--- src/pcxrle_pkg.sv ---
// ----------------------------------------------------------------------------
// pcxrle_pkg
// Types and constants shared by the 8-bit PCX run-length decoder modules.
// ----------------------------------------------------------------------------
`timescale 1ns / 1ps
`default_nettype none

package pcxrle_pkg;

    localparam logic [7:0] RUN_MARK     = 8'hC0;
    localparam int         COUNT_W      = 6;
    localparam int         COL_W        = 10;
    localparam int         ROW_W        = 9;
    localparam int         CFG_W        = 10;

    localparam logic [COL_W-1:0] MAX_WIDTH     = 10'd640;
    localparam logic [ROW_W-1:0] MAX_HEIGHT    = 9'd480;
    localparam logic [COL_W-1:0] RESET_WIDTH   = 10'd320;
    localparam logic [ROW_W-1:0] RESET_HEIGHT  = 9'd200;

    // Configuration register indexes.
    localparam logic REG_WIDTH  = 1'b0;
    localparam logic REG_HEIGHT = 1'b1;

    // One run of pixels, already clipped to the row end.
    typedef struct packed {
        logic [7:0]         value;
        logic [COL_W-1:0]   col;
        logic [ROW_W-1:0]   row;
        logic [COUNT_W-1:0] count;
        logic               img_end;
    } t_cmd;

endpackage

`default_nettype wire

--- src/pcxrle_front.sv ---
// ----------------------------------------------------------------------------
// pcxrle_front
// Takes code bytes, tracks the run header, column and row, and turns each
// byte into at most one clipped run command.
// ----------------------------------------------------------------------------
`timescale 1ns / 1ps
`default_nettype none

module pcxrle_front (
    input  wire logic                          i_clk,
    input  wire logic                          i_rst_n,
    input  wire logic                          i_accept,
    input  wire logic [7:0]                    i_code_byte,
    input  wire logic [pcxrle_pkg::COL_W-1:0]  i_width,
    input  wire logic [pcxrle_pkg::ROW_W-1:0]  i_height,
    output logic                               o_cmd_push,
    output pcxrle_pkg::t_cmd                   o_cmd
);
    import pcxrle_pkg::*;

    logic               r_expect, n_expect;
    logic [COUNT_W-1:0] r_pending, n_pending;
    logic [COL_W-1:0]   r_col, n_col;
    logic [ROW_W-1:0]   r_row, n_row;
    logic               r_done, n_done;

    logic [COL_W-1:0]   w;
    logic [ROW_W-1:0]   h;
    logic [COL_W-1:0]   col0;
    logic [ROW_W-1:0]   row0;
    logic [ROW_W-1:0]   row_inc;
    logic [COL_W-1:0]   avail;
    logic [COUNT_W-1:0] run_n;
    logic               closed;
    logic               emit;
    logic               reach;

    always_comb begin
        if (i_width == '0) begin
            w = COL_W'(1);
        end else if (i_width > MAX_WIDTH) begin
            w = MAX_WIDTH;
        end else begin
            w = i_width;
        end
        if (i_height == '0) begin
            h = ROW_W'(1);
        end else if (i_height > MAX_HEIGHT) begin
            h = MAX_HEIGHT;
        end else begin
            h = i_height;
        end
    end

    always_comb begin
        n_expect   = r_expect;
        n_pending  = r_pending;
        n_col      = r_col;
        n_row      = r_row;
        n_done     = r_done;
        col0       = r_col;
        row0       = r_row;
        row_inc    = r_row + ROW_W'(1);
        closed     = 1'b0;
        emit       = 1'b0;
        run_n      = '0;
        avail      = w - r_col;
        reach      = 1'b0;
        o_cmd_push = 1'b0;

        if (i_accept && !r_done) begin
            if (r_row >= h) begin
                n_done = 1'b1;
            end else begin
                // A width lowered below the current column closes the row first.
                if (r_col >= w) begin
                    col0  = '0;
                    row0  = row_inc;
                    n_col = '0;
                    n_row = row_inc;
                    if (row_inc >= h) begin
                        n_done = 1'b1;
                        closed = 1'b1;
                    end
                end
                if (!closed) begin
                    if (r_expect) begin
                        n_expect  = 1'b0;
                        n_pending = '0;
                        run_n     = r_pending;
                        emit      = 1'b1;
                    end else if ((i_code_byte & RUN_MARK) == RUN_MARK) begin
                        n_expect  = 1'b1;
                        n_pending = i_code_byte[COUNT_W-1:0];
                    end else begin
                        run_n = COUNT_W'(1);
                        emit  = 1'b1;
                    end
                    avail   = w - col0;
                    row_inc = row0 + ROW_W'(1);
                    if (emit) begin
                        reach = {{(COL_W-COUNT_W){1'b0}}, run_n} >= avail;
                        if (reach) begin
                            n_col = '0;
                            n_row = row_inc;
                            if (row_inc >= h) begin
                                n_done = 1'b1;
                            end
                        end else begin
                            n_col = col0 + {{(COL_W-COUNT_W){1'b0}}, run_n};
                        end
                        o_cmd_push = (run_n != '0);
                    end
                end
            end
        end
    end

    // When the run reaches the row end its count is the room left, which is
    // then no more than the run length.
    always_comb begin
        o_cmd.value   = i_code_byte;
        o_cmd.col     = col0;
        o_cmd.row     = row0;
        o_cmd.count   = reach ? avail[COUNT_W-1:0] : run_n;
        o_cmd.img_end = reach && (row0 == h - ROW_W'(1));
    end

    always_ff @(posedge i_clk) begin
        if (!i_rst_n) begin
            r_expect  <= 1'b0;
            r_pending <= '0;
            r_col     <= '0;
            r_row     <= '0;
            r_done    <= 1'b0;
        end else begin
            r_expect  <= n_expect;
            r_pending <= n_pending;
            r_col     <= n_col;
            r_row     <= n_row;
            r_done    <= n_done;
        end
    end

endmodule

`default_nettype wire

--- src/pcxrle_queue.sv ---
// ----------------------------------------------------------------------------
// pcxrle_queue
// Short first-in first-out queue of run commands between front and back.
// ----------------------------------------------------------------------------
`timescale 1ns / 1ps
`default_nettype none

module pcxrle_queue #(
    parameter int P_DEPTH = 4
) (
    input  wire logic              i_clk,
    input  wire logic              i_rst_n,
    input  wire logic              i_push,
    input  pcxrle_pkg::t_cmd       i_cmd,
    output logic                   o_full,
    input  wire logic              i_pop,
    output logic                   o_empty,
    output pcxrle_pkg::t_cmd       o_cmd
);
    import pcxrle_pkg::*;

    localparam int PW = (P_DEPTH > 1) ? $clog2(P_DEPTH) : 1;
    localparam int CW = $clog2(P_DEPTH + 1);
    localparam logic [PW-1:0] LAST_PTR = PW'(P_DEPTH - 1);
    localparam logic [CW-1:0] FULL_CNT = CW'(P_DEPTH);

    t_cmd          r_mem [P_DEPTH];
    logic [PW-1:0] r_wp, n_wp;
    logic [PW-1:0] r_rp, n_rp;
    logic [CW-1:0] r_cnt, n_cnt;
    logic          do_push;
    logic          do_pop;

    assign o_full  = (r_cnt == FULL_CNT);
    assign o_empty = (r_cnt == '0);
    assign o_cmd   = r_mem[r_rp];
    assign do_push = i_push && !o_full;
    assign do_pop  = i_pop && !o_empty;

    always_comb begin
        n_wp  = r_wp;
        n_rp  = r_rp;
        n_cnt = r_cnt;
        if (do_push) begin
            n_wp = (r_wp == LAST_PTR) ? '0 : r_wp + PW'(1);
        end
        if (do_pop) begin
            n_rp = (r_rp == LAST_PTR) ? '0 : r_rp + PW'(1);
        end
        if (do_push && !do_pop) begin
            n_cnt = r_cnt + CW'(1);
        end else if (do_pop && !do_push) begin
            n_cnt = r_cnt - CW'(1);
        end
    end

    always_ff @(posedge i_clk) begin
        if (do_push) begin
            r_mem[r_wp] <= i_cmd;
        end
    end

    always_ff @(posedge i_clk) begin
        if (!i_rst_n) begin
            r_wp  <= '0;
            r_rp  <= '0;
            r_cnt <= '0;
        end else begin
            r_wp  <= n_wp;
            r_rp  <= n_rp;
            r_cnt <= n_cnt;
        end
    end

endmodule

`default_nettype wire

--- src/pcxrle_back.sv ---
// ----------------------------------------------------------------------------
// pcxrle_back
// Expands run commands into single pixels, one per cycle while the consumer
// keeps up, into an output register that the consumer drains.
// ----------------------------------------------------------------------------
`timescale 1ns / 1ps
`default_nettype none

module pcxrle_back (
    input  wire logic                          i_clk,
    input  wire logic                          i_rst_n,
    input  wire logic                          i_cmd_empty,
    input  pcxrle_pkg::t_cmd                   i_cmd,
    output logic                               o_cmd_pop,
    output logic                               o_empty,
    input  wire logic                          i_pop,
    output logic [7:0]                         o_pixel_value,
    output logic [pcxrle_pkg::COL_W-1:0]       o_pixel_column,
    output logic [pcxrle_pkg::ROW_W-1:0]       o_pixel_row,
    output logic                               o_run_last,
    output logic                               o_image_last
);
    import pcxrle_pkg::*;

    logic               r_busy;
    logic [7:0]         r_value;
    logic [COL_W-1:0]   r_col;
    logic [ROW_W-1:0]   r_row;
    logic [COUNT_W-1:0] r_rem;
    logic               r_img_end;

    logic               r_ov;
    logic [7:0]         r_o_value;
    logic [COL_W-1:0]   r_o_col;
    logic [ROW_W-1:0]   r_o_row;
    logic               r_o_run_last;
    logic               r_o_img_last;

    logic               slot_free;
    logic               emit;
    logic               last;

    assign slot_free = !r_ov || i_pop;
    assign emit      = r_busy && slot_free;
    assign last      = (r_rem == COUNT_W'(1));
    // The next run is loaded in the cycle the current one gives its last beat.
    assign o_cmd_pop = !i_cmd_empty && (!r_busy || (emit && last));

    always_ff @(posedge i_clk) begin
        if (!i_rst_n) begin
            r_busy <= 1'b0;
            r_ov   <= 1'b0;
        end else begin
            if (o_cmd_pop) begin
                r_busy <= 1'b1;
            end else if (emit && last) begin
                r_busy <= 1'b0;
            end
            if (emit) begin
                r_ov <= 1'b1;
            end else if (i_pop) begin
                r_ov <= 1'b0;
            end
        end
    end

    always_ff @(posedge i_clk) begin
        if (o_cmd_pop) begin
            r_value   <= i_cmd.value;
            r_col     <= i_cmd.col;
            r_row     <= i_cmd.row;
            r_rem     <= i_cmd.count;
            r_img_end <= i_cmd.img_end;
        end else if (emit) begin
            r_col <= r_col + COL_W'(1);
            r_rem <= r_rem - COUNT_W'(1);
        end
        if (emit) begin
            r_o_value    <= r_value;
            r_o_col      <= r_col;
            r_o_row      <= r_row;
            r_o_run_last <= last;
            r_o_img_last <= last && r_img_end;
        end
    end

    assign o_empty        = !r_ov;
    assign o_pixel_value  = r_o_value;
    assign o_pixel_column = r_o_col;
    assign o_pixel_row    = r_o_row;
    assign o_run_last     = r_o_run_last;
    assign o_image_last   = r_o_img_last;

endmodule

`default_nettype wire

--- src/pcx_rle_pixel_decoder.sv ---
// ----------------------------------------------------------------------------
// pcx_rle_pixel_decoder
// Decodes the run-length pixel stream of an 8-bit PCX image into pixels
// tagged with column, row and end-of-run / end-of-image flags.
// ----------------------------------------------------------------------------
//  Channel   Handshake          Payload
//  ------    ---------          -------
//  input     push / full        i_code_byte
//  result    empty / pop        o_pixel_value, o_pixel_column, o_pixel_row,
//                               o_run_last, o_image_last
//  config    i_cfg_we           i_cfg_index, i_cfg_data
//
// The front takes one byte per cycle while the command queue has room.
// The back gives one pixel beat per cycle while its output register is
// empty or being popped. A byte's first pixel passes through the queue,
// the back's run registers and then the output register.
// Synchronous reset restores width 320 and height 200 and starts a new image.
// A stalled result side fills the queue and then holds full high.
// ----------------------------------------------------------------------------
`timescale 1ns / 1ps
`default_nettype none

module pcx_rle_pixel_decoder #(
    parameter int P_QUEUE_DEPTH = 4
) (
    input  wire logic                          i_clk,
    input  wire logic                          i_rst_n,
    input  wire logic                          push,
    output logic                               full,
    input  wire logic [7:0]                    i_code_byte,
    output logic                               empty,
    input  wire logic                          pop,
    output logic [7:0]                         o_pixel_value,
    output logic [pcxrle_pkg::COL_W-1:0]       o_pixel_column,
    output logic [pcxrle_pkg::ROW_W-1:0]       o_pixel_row,
    output logic                               o_run_last,
    output logic                               o_image_last,
    input  wire logic                          i_cfg_we,
    input  wire logic                          i_cfg_index,
    input  wire logic [pcxrle_pkg::CFG_W-1:0]  i_cfg_data
);
    import pcxrle_pkg::*;

    logic [COL_W-1:0] r_width;
    logic [ROW_W-1:0] r_height;

    logic             accept;
    logic             cmd_push;
    t_cmd             cmd_in;
    t_cmd             cmd_out;
    logic             cmd_empty;
    logic             cmd_pop;

    always_ff @(posedge i_clk) begin
        if (!i_rst_n) begin
            r_width  <= RESET_WIDTH;
            r_height <= RESET_HEIGHT;
        end else if (i_cfg_we) begin
            case (i_cfg_index)
                REG_WIDTH:  r_width  <= i_cfg_data[COL_W-1:0];
                REG_HEIGHT: r_height <= i_cfg_data[ROW_W-1:0];
                default:    r_width  <= r_width;
            endcase
        end
    end

    assign accept = push && !full;

    pcxrle_front u_front (
        .i_clk       (i_clk),
        .i_rst_n     (i_rst_n),
        .i_accept    (accept),
        .i_code_byte (i_code_byte),
        .i_width     (r_width),
        .i_height    (r_height),
        .o_cmd_push  (cmd_push),
        .o_cmd       (cmd_in)
    );

    pcxrle_queue #(
        .P_DEPTH (P_QUEUE_DEPTH)
    ) u_queue (
        .i_clk   (i_clk),
        .i_rst_n (i_rst_n),
        .i_push  (cmd_push),
        .i_cmd   (cmd_in),
        .o_full  (full),
        .i_pop   (cmd_pop),
        .o_empty (cmd_empty),
        .o_cmd   (cmd_out)
    );

    pcxrle_back u_back (
        .i_clk          (i_clk),
        .i_rst_n        (i_rst_n),
        .i_cmd_empty    (cmd_empty),
        .i_cmd          (cmd_out),
        .o_cmd_pop      (cmd_pop),
        .o_empty        (empty),
        .i_pop          (pop),
        .o_pixel_value  (o_pixel_value),
        .o_pixel_column (o_pixel_column),
        .o_pixel_row    (o_pixel_row),
        .o_run_last     (o_run_last),
        .o_image_last   (o_image_last)
    );

endmodule

`default_nettype wire

--- config.mk ---
export PLATFORM = sky130hd
export DESIGN_NAME = pcx_rle_pixel_decoder
export DESIGN_NICKNAME = d
export VERILOG_FILES = /design/src/pcxrle_pkg.sv /design/src/pcxrle_front.sv /design/src/pcxrle_queue.sv /design/src/pcxrle_back.sv /design/src/pcx_rle_pixel_decoder.sv
export SDC_FILE = /design/constraint.sdc
export NUM_CORES = 1
export LEC_CHECK = 0
export BUFFER_PORTS_ARGS = -buffer_cell sky130_fd_sc_hd__clkbuf_2
export CORE_ASPECT_RATIO = 1.4
export CORE_MARGIN = 2
export CORE_UTILIZATION = 40
export DETAILED_ROUTE_END_ITERATION = 7
export GPL_TIMING_DRIVEN = 0
export MAX_ROUTING_LAYER = met4
export SLEW_MARGIN = 20
export SYNTH_ARGS = -nofsm -noshare
export SYNTH_HDL_FRONTEND = slang
export SYNTH_SLANG_ARGS = --single-unit
--- constraint.sdc ---
create_clock -name i_clk -period 15.4 [get_ports i_clk]
set_clock_uncertainty 0.15 [all_clocks]
set_input_delay 3.08 -clock i_clk [delete_from_list [all_inputs] [get_ports i_clk]]
set_output_delay 3.08 -clock i_clk [all_outputs]
set_load 0.05 [all_outputs]
## Word-level counts from Yosys, hierarchy flattened

Memories as Yosys holds them, arrays and structs flattened. A register that Yosys moved wholly into a read port is not among the register bits.
Cells that the tools add are included.

| word-level totals | value |
|---|---|
| register bits | 118 |
| RAM bits | 136 |
| bits of input ports | 24 |
| output and inout bits | 31 |
| memories kept | 1 |
| word-level logic and storage cells | 161 |

Memories:

| memory | depth | width | read ports | clocked after memory_dff | wr ports | line | text |
|---|---|---|---|---|---|---|---|
| u_queue.r_mem | 4 | 34 | 1 | 1 | 1 | pcxrle_queue.sv:27 | `t_cmd r_mem [P_DEPTH];` |

| cells by class | value |
|---|---|
| mux-type cells | 76 |
| bitwise operators | 3 |
| $add $sub $neg | 12 |
| reduce and logical (&&, ||, !) cells | 34 |
| eq/ne operators | 6 |
| magnitude comparators | 7 |

Operator list:

| kind | count |
|---|---|
| 10-bit two-way mux | 12 |
| 6-bit two-way mux | 15 |
| 9-bit two-way mux | 10 |
| 1-bit two-way mux | 33 |
| 9-bit >= comparator | 3 |
| 9-bit by 1-bit adder with 9-bit output (second input constant) | 2 |
| 1-bit logical AND | 11 |
| 10-bit by 1-bit adder with 10-bit output (second input constant) | 1 |
| 10-bit by 6-bit adder with 10-bit output | 1 |
| 10-bit >= comparator | 1 |
| 6-bit by 10-bit >= comparator with 1-bit output | 1 |
| 10-bit greater-than comparator (second input constant) | 1 |
| 10-bit zero test | 1 |
| 2-bit nonzero test | 5 |
| 10-bit subtractor | 1 |
| 9-bit equality test | 1 |
| 9-bit greater-than comparator (second input constant) | 1 |
| 9-bit zero test | 1 |
| 9-bit by 1-bit subtractor with 9-bit output (second input constant) | 1 |
| 2-bit two-way mux | 4 |
| 1-bit zero test | 7 |
| 2-bit equality test (second input constant) | 3 |
| 6-bit by 1-bit equality test with 1-bit output (second input constant) | 1 |
| 3-bit two-way mux | 2 |
| other kinds (13) | 19 |

## Depth between registers and ports, before layout

| logic depth | value |
|---|---|
| depth in word-level cells | 21 |
| depth in mapped cells | 30 |
| gate-level depth less buffers | 26 |

## Hierarchy

A second synthesis with hierarchy kept.

| second synthesis, totals | value |
|---|---|
| cells, all modules | 1,022 |
| area total of the unflattened synthesis | 12,843.6 µm² |

Modules (own cells, without submodules):

| module | cells each | times used | sequential area each (µm²) | area each (µm²) |
|---|---|---|---|---|
| pcxrle_queue | 229 | 1 | 4,264.1 | 5,435.2 |
| pcxrle_front | 564 | 1 | 540.5 | 4,145.2 |
| pcxrle_back | 148 | 1 | 1,931.9 | 2,507.4 |
| pcx_rle_pixel_decoder | 81 | 1 | 380.4 | 755.7 |

## Least setup slack after synthesis

OpenSTA, ideal clock, no wires.

| timing | value |
|---|---|
| path type | input to register |
| from | input port i_code_byte[6] |
| to | memory u_queue.r_mem[0][0] (netlist bit), data pin |
| buffers on the path | 0 |
| data arrival time | 5,325 ps |
| data required time | 15,020 ps |
| path slack | 9,695 ps |
| library setup time | 230 ps |
| stages on the path | 12 |
| cells stage by stage | nand2_1 -> inv_1 -> nand2_1 -> o21ai_0 -> ha_1 -> nand2b_1 -> a211oi_1 -> o21ai_0 -> nand4b_1 -> nor3_2 -> o211ai_1 -> a2111oi_2 |

RTL lines:

| element | line | text |
|---|---|---|
| from (decl) | pcx_rle_pixel_decoder.sv:30 | `input wire logic [7:0] i_code_byte,` |
| to (decl) | pcxrle_queue.sv:27 |  |

==> impl_results.md <==
- DR WL/cell: 19.5 um
- Area share of the largest cell type after synthesis: 0.463
- Final Critical Period: roughly 7.1 ns
- First-pass DRT Iterations: 6
- Leakage: between 5 and 6 nW
- FF+latch area: 0.00712 mm2
- Die H: 217 um
- Synth cell count leaders: edfxtp_1, nand2_1, ha_1
- Yosys cell types: about 80
- Design area: 0.0146 mm2
- GR Overflow Total: 0
- Fmax: approximately 140 MHz
- Final ANT Viol Nets: 0
- Crit Path Max Fanout: 10
- Post-Synthesis Cells: 1,035
- Register area share after synthesis: 0.551
- Crit path largest cell delay: 0.49 ns
- Die footprint: approximately 0.034 mm2
- CP endpoint kind: flip-flop
- DRC Markers: 0
- Clock Sinks: 256
- Pin count of the biggest net entering global routing: 24
- Most common flop cell mapped by yosys: edfxtp_1
- Floorplan row count: 77
- Worst EP arrival: 7.19 ns
- Crit path buf inv count: 3
- Post-synth net total: 1,136
- Worst Hold Class: flip-flop to flip-flop
- Required time of the critical path: between 15 and 20 ns
- Global Route Usage Sum: 0.185
- Initial DRC count: about 500
- Hold slack: 0.267 ns
- WL final: 30.0 mm
- Kind of critical path: flip-flop to flip-flop
- Initial cell density of the core: 0.407
- Slew margin rel.: 0.259
- Max Cap Viol: 0
- Fin crit share: 0.461
- RePlAce Congestion: 0.921
- CTS max path bufs: 3
- RSZ-0062 raised after global routing: false
- Initial antenna violation count: 0
- CTS Buf Count: 25
- Warnings, synthesis: 0
- Max VDD drop: 0.0000877 V
- Vias in the first global route: 8,419
- First-pass GRT wire length: 46.6 mm
- Largest cells by area after synthesis: edfxtp_1, dfxtp_1, ha_1
- Final hold viol count: 0
- Reg clk slew, reported paths: approximately 0.060 ns
- Post_cts resized: 0
- Critical path's top delay family: compound AO/OA/AOI/OAI gates
- IO Port Bufs: 54
- Vias per cell: ~5.4
- Synth Cell Area: 0.0129 mm2
- Slew at the pin closest to its max-slew limit: 1.11 ns
- Die width: 156 um
- Placed Area: 0.0138 mm2
- Crit-path most repeated cell: nand2_1
- Slowest library cell on the worst path: a21oi_1
- H-tree depth: 1
- Multi-input gate area in the final layout: roughly 0.0054 mm2
- Async S/R FF share, synth: 0
- CTS tree: built
- Slew Limit Fails: 0
- Synthesized area per cell: 12.5 um2
- Count leader, synth: edfxtp_1
- Layout area overhead: 13.4%
- Nature of the critical path startpoint: flip-flop
- I/O Pins: 55
- Setup Viol. Count Final: 0
- N_diodes: 0
- Layout cells sized above 1: 0.159
- Vias: 8,349
- Core area: between 0.03 and 0.04 mm2
- Number of enable flip-flop cells after synthesis: 199
- CTS Hold Bufs: 0
- Synth area leader: edfxtp_1
- Clk_lat worst skew: between 0.5 and 0.6 ns
- Root Driver: clkbuf_16
- Fin Setup TNS: 0 ns
- Status: finished, final reports clean
- Filler Cells Inserted: roughly 2,800
- Synthesized flop and latch total: 256
- Post-detail-place hpwl: 22.4 mm
- Setup bufs post-CTS: 0
- Power Dens Cells: 147 mW/mm2
- Fin nets: 1,222
[report_power, final]
group	total, mW	switching [mW]	leakage (nW)	internal (mW)
clock network	0.623	0.266	0.402	0.357
registers	0.963	0.0521	2.35	0.911
logic	0.565	0.359	2.75	0.205
total	2.15	0.677	5.50	1.47
[logic make-up after synthesis]
| kind of cell | after synthesis | synth area share |
|---|---|---|
| AND/OR/NAND/NOR | 327 | 0.129 |
| flip-flops | 256 | 0.551 |
| AO/OA/AOI/OAI | 187 | 0.105 |
| buffers and inverters | 89 | 0.0290 |
| adder cells (fa/ha/maj) | 77 | 0.0764 |
| XOR/XNOR | 55 | 0.0416 |
| multiplexers | 44 | 0.0675 |
[cells in the final DEF (no fill, tap or decap), types with 17 or more instances in the layout]
cell type  instances
a21oi_1           38
nor2b_1           27
nor3_1            19
o21ai_0           25
xnor2_1           34
nand2_1          100
mux4_2            34
clkbuf_1          28
nand3_1           28
nor2_1            56
dfxtp_1           57
ha_1              74
xor2_1            17
a21boi_0          21
clkbuf_2          54
clkbuf_16         25
edfxtp_1         199
inv_1             48
[registers in the layout, summed over array words and instances, names as in the netlist, 9 cells and up, named ones only]
register / count
u_back.r_col: 10
r_width: 10
u_front.r_col: 10
u_back.o_pixel_column: 10
r_height: 9
u_back.r_row: 9
u_back.o_pixel_row: 9
u_queue.r_mem: 136
u_front.r_row: 9
[path summary, 6_finish.rpt]
kind / start / endpoint / slack (ns) / cells past startpoint
worst max-delay path: r_width[2] / u_queue.r_mem[1][5] / 8.30 / 26
worst min-delay path: u_back.r_value[1] / u_back.o_pixel_value[1] / 0.27 / 0
worst max register to register: r_width[2] / u_queue.r_mem[1][5] / 8.30 / 26
worst min register to register: u_back.r_value[1] / u_back.o_pixel_value[1] / 0.27 / 0
[per-layer routing]
metal / up-vias / routed length [um] / global-route usage
met5: - / 0 / -
met1: 4067 / 11900 / 0.208
met3: 63 / 1090 / 0.0204
met2: 179 / 15900 / 0.335
li1: 4040 / - / -
met4: 0 / 1060 / 0.0734
[per-stage QoR]
stage / total power, mW / worst slack, ns / util / cells
6_report: 2.15 / 8.30 / 0.462 / 1535
5_1_grt: 2.26 / 7.91 / 0.462 / 1535
4_1_cts: 2.18 / 8.29 / 0.462 / 1535
3_5_place_dp: 1.55 / 8.23 / 0.436 / 1489
3_3_place_gp: 1.53 / 8.24 / 0.431 / 1484
2_1_floorplan: 1.39 / 9.70 / - / 1035
[area by class of cell]
class	count	area share
Buffer	41	0.0132
Clock buffer	29	0.0444
Clock inverter	17	0.0126
Inverter	48	0.0123
Multi-Input combinational cell	690	0.371
Sequential cell	256	0.486
Tap cell	395	0.0338
Timing Repair Buffer	59	0.0268
[worst reg2reg max path, delay by kind of cell, from the launching register on]
kind                       cells  cell delay, ns
AOI/OAI and AO/OA             10            2.60
adders and majority gates      3            0.98
buffers and inverters          3            0.69
DFF                            1            0.32
and+or+nand+nor               10            2.07
Power figures use the tool's default switching activity.
